### config.mk
export PLATFORM = sky130hd
export DESIGN_NAME = led_driver_twowire_refresh
export DESIGN_NICKNAME = d
export VERILOG_FILES = /design/src/sv/ldtr_pkg.sv /design/src/sv/ldtr_engine.sv /design/src/sv/led_driver_twowire_refresh.sv
export SDC_FILE = /design/constraint.sdc
export NUM_CORES = 1
export LEC_CHECK = 0
export ABC_AREA = 1
export BUFFER_PORTS_ARGS = -buffer_cell sky130_fd_sc_hd__buf_2
export CORE_AREA = 2 2 109 111
export DETAILED_ROUTE_END_ITERATION = 10
export DIE_AREA = 0 0 111 113
export GPL_TIMING_DRIVEN = 0
export HOLD_SLACK_MARGIN = 0.03
export MAX_ROUTING_LAYER = met4
export PLACE_DENSITY = 0.61
export REMOVE_ABC_BUFFERS = 1
export SYNTH_ARGS = -nofsm -noshare
export SYNTH_HDL_FRONTEND = slang
export SYNTH_HIERARCHICAL = 1
export SYNTH_SLANG_ARGS = --single-unit
### constraint.sdc
create_clock -name clock -period 5.21 [get_ports clock]
set_input_delay 0.2605 -clock clock [delete_from_list [all_inputs] [get_ports clock]]
set_output_delay 0.2605 -clock clock [all_outputs]
set_load 0.03 [all_outputs]
### src/sv/ldtr_pkg.sv
// shared types, constants and byte builders for the two-wire led refresh engine
// no dependencies
package ldtr_pkg;

   localparam int DIGIT_COUNT_DEF = 4;

   localparam logic [1:0] ACT_TICK    = 2'd0;
   localparam logic [1:0] ACT_REQUEST = 2'd1;
   localparam logic [1:0] ACT_DIGIT   = 2'd2;

   localparam logic [7:0] CMD_CONTROL = 8'h48;
   localparam logic [7:0] CMD_DIGIT   = 8'h68;
   localparam logic [3:0] DISPLAY_ON  = 4'h1;
   localparam logic [3:0] MAX_BRIGHT  = 4'd7;

   localparam int REQ_DATA_W = 16;
   localparam int RSP_DATA_W = 8;

   typedef struct packed {
      logic       step;
      logic       tick;
      logic       request;
      logic       dio_in;
      logic [7:0] first_byte;
      logic [7:0] second_byte;
   } eng_ctl_type;

   typedef struct packed {
      logic clk_level;
      logic dio_level;
      logic dio_drive;
      logic busy;
      logic ack_bit;
      logic frame_done;
      logic request_refused;
   } eng_sts_type;

   function automatic logic [7:0] control_byte(input logic [3:0] brightness);
      logic [3:0] b;
      b = (brightness > MAX_BRIGHT) ? 4'd0 : brightness;
      return {b, DISPLAY_ON};
   endfunction

   function automatic logic [7:0] digit_cmd(input logic [2:0] slot);
      return CMD_DIGIT + {4'd0, slot, 1'b0};
   endfunction

endpackage

### src/sv/ldtr_engine.sv
// bit-level frame sequencer: start, two acked bytes, stop, one phase per tick
// depends on ldtr_pkg
module ldtr_engine (
   input  logic                 clock,
   input  logic                 reset,
   input  ldtr_pkg::eng_ctl_type ctl,
   output ldtr_pkg::eng_sts_type sts
);
   import ldtr_pkg::*;

   localparam logic [4:0] PH_IDLE        = 5'd0;
   localparam logic [4:0] PH_START_FIRST = 5'd1;
   localparam logic [4:0] PH_START_LAST  = 5'd6;
   localparam logic [4:0] PH_BIT_FIRST   = 5'd7;
   localparam logic [4:0] PH_BIT_LAST    = 5'd10;
   localparam logic [4:0] PH_STOP_FIRST  = 5'd11;
   localparam logic [4:0] PH_STOP_LAST   = 5'd17;
   localparam logic [3:0] ACK_BIT_IDX    = 4'd8;

   logic [4:0] phase_ff, phase_in;
   logic [3:0] bit_ff, bit_in;
   logic       byte_ff, byte_in;
   logic [7:0] shift_ff, shift_in;
   logic       ack_ff, ack_in;
   logic       clk_ff, clk_in;
   logic       dio_ff, dio_in;
   logic       drv_ff, drv_in;
   logic       done, refused;
   logic       busy;
   logic       ack_slot;
   logic [1:0] sub;
   logic [4:0] sub_full;

   assign busy     = phase_ff != PH_IDLE;
   assign ack_slot = bit_ff >= ACK_BIT_IDX;
   assign sub_full = phase_ff - PH_BIT_FIRST;
   assign sub      = sub_full[1:0];

   always_comb begin
      phase_in = phase_ff;
      bit_in   = bit_ff;
      byte_in  = byte_ff;
      shift_in = shift_ff;
      ack_in   = ack_ff;
      clk_in   = clk_ff;
      dio_in   = dio_ff;
      drv_in   = drv_ff;
      done     = 1'b0;
      refused  = 1'b0;
      if (ctl.request) begin
         if (busy) begin
            refused = 1'b1;
         end else begin
            phase_in = PH_START_FIRST;
            bit_in   = 4'd0;
            byte_in  = 1'b0;
            shift_in = ctl.first_byte;
         end
      end else if (ctl.tick && busy) begin
         if (phase_ff >= PH_START_FIRST && phase_ff <= PH_START_LAST) begin
            clk_in = phase_ff <= 5'd4;
            if (phase_ff == 5'd2 || phase_ff == 5'd3) dio_in = 1'b1;
            if (phase_ff >= 5'd4) dio_in = 1'b0;
            drv_in   = 1'b1;
            phase_in = (phase_ff == PH_START_LAST) ? PH_BIT_FIRST : phase_ff + 5'd1;
         end else if (phase_ff >= PH_BIT_FIRST && phase_ff <= PH_BIT_LAST) begin
            clk_in = sub == 2'd2;
            if (sub == 2'd0 && ack_slot) begin
               drv_in = 1'b0;
               dio_in = 1'b1;
            end else if (sub == 2'd1) begin
               if (ack_slot) begin
                  ack_in = ctl.dio_in;
                  dio_in = 1'b0;
               end else begin
                  dio_in   = shift_ff[7];
                  shift_in = {shift_ff[6:0], 1'b0};
               end
               drv_in = 1'b1;
            end
            if (sub != 2'd3) begin
               phase_in = phase_ff + 5'd1;
            end else if (!ack_slot) begin
               bit_in   = bit_ff + 4'd1;
               phase_in = PH_BIT_FIRST;
            end else if (!byte_ff) begin
               byte_in  = 1'b1;
               bit_in   = 4'd0;
               shift_in = ctl.second_byte;
               phase_in = PH_BIT_FIRST;
            end else begin
               phase_in = PH_STOP_FIRST;
            end
         end else if (phase_ff >= PH_STOP_FIRST && phase_ff <= PH_STOP_LAST) begin
            drv_in = 1'b1;
            if (phase_ff == 5'd13 || phase_ff == 5'd14) begin
               clk_in = 1'b0;
               dio_in = 1'b0;
            end
            if (phase_ff == 5'd15) clk_in = 1'b1;
            if (phase_ff >= 5'd16) begin
               clk_in = 1'b1;
               dio_in = 1'b1;
            end
            if (phase_ff != PH_STOP_LAST) begin
               phase_in = phase_ff + 5'd1;
            end else begin
               phase_in = PH_IDLE;
               done     = 1'b1;
            end
         end else begin
            phase_in = PH_IDLE;
         end
      end
   end

   always_ff @(posedge clock) begin
      if (reset) begin
         phase_ff <= PH_IDLE;
         bit_ff   <= 4'd0;
         byte_ff  <= 1'b0;
         shift_ff <= 8'd0;
         ack_ff   <= 1'b0;
         clk_ff   <= 1'b1;
         dio_ff   <= 1'b1;
         drv_ff   <= 1'b1;
      end else if (ctl.step) begin
         phase_ff <= phase_in;
         bit_ff   <= bit_in;
         byte_ff  <= byte_in;
         shift_ff <= shift_in;
         ack_ff   <= ack_in;
         clk_ff   <= clk_in;
         dio_ff   <= dio_in;
         drv_ff   <= drv_in;
      end
   end

   always_comb begin
      sts.clk_level       = clk_in;
      sts.dio_level       = dio_in;
      sts.dio_drive       = drv_in;
      sts.busy            = phase_in != PH_IDLE;
      sts.ack_bit         = ack_in;
      sts.frame_done      = done;
      sts.request_refused = refused;
   end

endmodule

### src/sv/led_driver_twowire_refresh.sv
// top level of the two-wire led refresh engine: digit store, brightness, result register
// depends on ldtr_pkg and ldtr_engine
//
// Takes one word per clock. Each word is a 5 us tick, a frame request or a digit
// write, and gives exactly one result word with the line levels after it. All
// per-word work is one pass of logic into the result register; req_tready is high
// whenever that register is empty or being read, so with rsp_tready held high a
// word is accepted every cycle. A frame is 6 start ticks, 2 x 9 x 4 bit ticks and 7
// stop ticks; the control frame comes first, then DIGIT_COUNT digit frames. The user
// writes brightness on the csr channel only while no frame is running; the block does not enforce it.
module led_driver_twowire_refresh #(
   parameter int DIGIT_COUNT = ldtr_pkg::DIGIT_COUNT_DEF
) (
   input  logic                            clock,
   input  logic                            reset,
   input  logic                            req_tvalid,
   output logic                            req_tready,
   // digit_index[1:0], digit_value[9:2], dio_in[10], zero fill
   input  logic [ldtr_pkg::REQ_DATA_W-1:0] req_tdata,
   // action[1:0]
   input  logic [1:0]                      req_tuser,
   output logic                            rsp_tvalid,
   input  logic                            rsp_tready,
   // clk_level[0], dio_level[1], dio_drive[2], busy_res[3], ack_bit[4],
   // frame_done[5], request_refused[6], zero fill
   output logic [ldtr_pkg::RSP_DATA_W-1:0] rsp_tdata,
   input  logic                            csr_valid,
   output logic                            csr_ready,
   input  logic [3:0]                      csr_data
);
   import ldtr_pkg::*;

   logic [3:0]  bright_ff;
   logic [2:0]  slot_ff, slot_in;
   logic [7:0]  store_ff [DIGIT_COUNT];
   logic        rsp_valid_ff;
   logic [RSP_DATA_W-1:0] rsp_data_ff;

   logic        accept;
   logic [1:0]  action;
   logic [1:0]  digit_index;
   logic [7:0]  digit_value;
   logic        is_control;
   logic [7:0]  stored_byte;
   eng_ctl_type ctl;
   eng_sts_type sts;

   assign action      = req_tuser;
   assign digit_index = req_tdata[1:0];
   assign digit_value = req_tdata[9:2];

   assign req_tready = !rsp_valid_ff || rsp_tready;
   assign accept     = req_tvalid && req_tready;
   assign csr_ready  = 1'b1;

   assign is_control = int'(slot_ff) >= DIGIT_COUNT;

   always_comb begin
      stored_byte = 8'd0;
      for (int i = 0; i < DIGIT_COUNT; i++) begin
         if (int'(slot_ff) == i) stored_byte = store_ff[i];
      end
   end

   always_comb begin
      ctl.step        = accept;
      ctl.tick        = action == ACT_TICK;
      ctl.request     = action == ACT_REQUEST;
      ctl.dio_in      = req_tdata[10];
      ctl.first_byte  = is_control ? CMD_CONTROL : digit_cmd(slot_ff);
      ctl.second_byte = is_control ? control_byte(bright_ff) : stored_byte;
   end

   ldtr_engine u_engine (
      .clock (clock),
      .reset (reset),
      .ctl   (ctl),
      .sts   (sts)
   );

   always_comb begin
      slot_in = slot_ff;
      if (sts.frame_done) begin
         slot_in = is_control ? 3'd0 : slot_ff + 3'd1;
      end
   end

   always_ff @(posedge clock) begin
      if (reset) begin
         bright_ff    <= 4'd0;
         slot_ff      <= 3'd5;
         rsp_valid_ff <= 1'b0;
         for (int i = 0; i < DIGIT_COUNT; i++) store_ff[i] <= 8'd0;
      end else begin
         if (csr_valid) bright_ff <= csr_data;
         if (accept) begin
            slot_ff <= slot_in;
            if (action == ACT_DIGIT) begin
               for (int i = 0; i < DIGIT_COUNT; i++) begin
                  if (int'(digit_index) == i) store_ff[i] <= digit_value;
               end
            end
         end
         if (accept) begin
            rsp_valid_ff <= 1'b1;
         end else if (rsp_tready) begin
            rsp_valid_ff <= 1'b0;
         end
      end
   end

   always_ff @(posedge clock) begin
      if (accept) begin
         rsp_data_ff <= {1'b0, sts.request_refused, sts.frame_done, sts.ack_bit,
                         sts.busy, sts.dio_drive, sts.dio_level, sts.clk_level};
      end
   end

   assign rsp_tvalid = rsp_valid_ff;
   assign rsp_tdata  = rsp_data_ff;

endmodule
==> flow_metrics.py <==
metrics = {
    "yosys": {
        "synth_top_family_by_area": "simple AND/OR/NAND/NOR gates",
        "synthMuxAreaShare_pct": 0,
        "yosys.area_share.simple_pct": 33.9,
        "synth_warnings": 6,
        "synth.most_common_cell": "nand2_1",
        "synth_area_sq_um": 4440,
        "synth_adder_area_share_pct": 4.51,
        "avgSynthCellArea_sq_um": 7.61,
        "async_flop_share_pct": 0,
        "syn_inst": 583,
        "synth_xor_area_share_pct": 0.197,
        "ys_types": 41,
        "synth_compound_area_share_pct": 10.0,
        "synth_edf_count": 39,
        "ys.flop_type": "edfxtp_1",
        "synth_top_area_share_pct": 26.4,
        "synth_seq_area_share_pct": 39.9,
        "ys_ff_latch": 69,
        "synth_common_cells": "134 x nand2_1, 84 x nor2_1, 72 x inv_1",
        "ys_top_cells_by_area": "edfxtp_1 26%, dfxtp_1 14%, nand2_1 11%",
        "yosysTopAreaCell": "edfxtp_1",
    },
    "clock_tree": {
        "post_cts_buffers": 0,
        "numClockSinks": 69,
        "tritoncts": "built",
        "clkLatencyLatePin_ns": 0.33,
        "htreeDepth": 3,
        "clkSlewWorstSetupHoldPaths_ns": 0.06,
        "cts.path.max_buffers": 2,
        "cts_resized": 0,
        "numCtsBuffers": 9,
        "cts_hold_buf": 0,
        "cts_root_buffer": "clkbuf_16",
    },
    "power": {
        "power.leakage_uw": 0.00228,
        "power_density_nw_per_um2": 280,
        "total_power_uw": 1370,
        "irDropWorstVdd_uv": 130,
    },
    "grt": {
        "grt.overflow.total": 0,
        "antenna_found_initial": 0,
        "grt_pass1_wl_microns": 16800,
        "grt_usage_pct": 17.0,
        "grt_pass1_vias": 3541,
        "grt_max_degree": 20,
    },
    "floorplan": {
        "die_w_microns": 111,
        "die_area_sq_um": 12500,
        "start_util_pct": 39.4,
        "rows": 39,
        "coreArea_sq_um": 11300,
        "ioPinCount": 38,
        "fp.dieH_microns": 113,
    },
    "setup_path": {
        "crit_chain": "inv_8, ha_1, inv_1, nand2_1, inv_1, nand2_1, nand2_1, nand2_1, o211ai_1, nand3_1, o211a_1",
        "path_max_fanout": 18,
        "crit_path_start_kind": "flip-flop",
        "setup.worst_path.start": "slot_ff[2]",
        "crit_top_cell": "nand2_1",
        "slowest_stage": "dfxtp_1",
        "cp-end-kind": "flip-flop",
        "worstPathRequired_ns": 5.44,
        "cpPeakStageDelay_ns": 0.96,
        "worstReg2RegStart": "slot_ff[2]",
        "path_class": "reg -> reg",
        "arrival_ns": 2.86,
    },
    "timing": {
        "finalClockSkew_ns": 0.00390,
        "fmax_ghz": 0.380,
        "setup_tns_ns": 0,
        "max-slew-margin-rel_pct": 30.5,
        "post-route-period-util_pct": 50.5,
        "finalHoldViolations": 0,
        "min_period_ns": 2.63,
        "worstMarginPinSlew_ns": 1.04,
        "hold_ws_ns": 0.152,
        "setup_viol": 0,
        "rsz0062_at_grt": "no",
        "drv_slew": 0,
    },
    "layout": {
        "instances_no_fill": 750,
        "fin_nets": 645,
        "final_core_util_pct": 43.4,
        "diodes": 0,
        "area_delta_synth_final_pct": 10.1,
        "layout-drive-gt1-share_pct": 14.2,
    },
    "drt": {
        "routed_wl_microns": 9850,
        "vias": 3785,
        "ant_nets": 0,
        "drt_first_pass_iters": 4,
        "drc": 0,
        "via_per_inst": 5.05,
        "detail_route.wl_per_cell_microns": 13.1,
        "dr.first_iter.drc_count": 187,
    },
    "flow_run": {
        "drv_cap": 0,
    },
    "placed_design": {
        "port-buffer-count": 30,
        "placedCellCount": 734,
        "place_hpwl_microns": 7230,
        "gp_congestion": 0.910,
    },
    "worst_hold_path": {
        "hold_class": "in -> reg",
        "min_from": "csr_data[1]",
    },
    "run_status": {
        "status": "complete, no violations",
    },
}
layout make-up:
type                       instances  area (sq um)
multi-input combinational        412          2190
clock inverter                     5          27.5
fill                            1156          6380
inverter                          79           309
clock buffer                      11           233
tap                              143           179
timing repair buffer              31           178
sequential                        69          1770
layout by cell type, fill, tap and decap left out, types with 7 or more instances in the layout:
| cell | count |
|---|---|
| a21oi_1 | 27 |
| buf_2 | 30 |
| clkbuf_16 | 9 |
| conb_1 | 7 |
| dfxtp_1 | 30 |
| edfxtp_1 | 39 |
| ha_1 | 16 |
| inv_1 | 72 |
| nand2_1 | 134 |
| nand3_1 | 60 |
| nor2_1 | 84 |
| nor2_4 | 9 |
| o211a_1 | 7 |
| o211ai_1 | 10 |
| o21ai_0 | 17 |
critical path, delay by kind of cell, from the launching register on:
kind	cells	cell delay, ns
buffers and inverters	3	0.49
flip-flops	1	0.96
AND/OR/NAND/NOR	5	0.39
adder cells (fa/ha/maj)	1	0.31
AO/OA/AOI/OAI	2	0.36
cells by family (layout without fill, tap and decap cells):
group           Yosys count  after routing
buf+inv                 107            126
flops                    69             69
xor+xnor                  1              1
other cells               2              7
fa+ha+maj                16             16
simple gates            318            318
compound gates           70             70
stage by stage:
stage          instance area (sq um)  worst slack (ns)
2_1_floorplan                   4270              3.11
3_3_place_gp                    4590              2.40
3_5_place_dp                    4630              2.56
4_1_cts                         4890              2.62
5_1_grt                         4890              2.40
6_report                        4890              2.58
routing by layer:
metal / vias up / track usage (%) / part of all wire (%)
met4: 0 / 7.33 / 2.2
met3: 17 / 1.82 / 3.2
met2: 85 / 27.2 / 47
met5: - / - / 0
met1: 1782 / 22.2 / 48
li1: 1901 / - / -
registers in the layout (all words and copies together), names as in the netlist:
name,cells
bright_ff,4
rsp_tdata,7
rsp_tvalid,1
slot_ff,3
store_ff,32
u_engine/ack_ff,1
u_engine/bit_ff,4
u_engine/byte_ff,1
u_engine/clk_ff,1
u_engine/dio_ff,1
u_engine/drv_ff,1
u_engine/phase_ff,5
u_engine/shift_ff,8
report_power, final:
| part | internal (uW) | leakage (uW) | switching [uW] |
|---|---|---|---|
| Combinational | 63.4 | 0.00150 | 141 |
| Sequential | 600 | 0.000654 | 19.8 |
| Clock | 319 | 0.000129 | 226 |
path summary, 6_finish.rpt:
kind                     endpoint  cells past startpoint  slack (ns)
max          u_engine/shift_ff[6]                     11        2.58
min                  bright_ff[1]                      3        0.15
max reg2reg  u_engine/shift_ff[6]                     11        2.58
min reg2reg    u_engine/bit_ff[2]                      2        0.47
No activity file was read; power rests on OpenSTA's default activity.
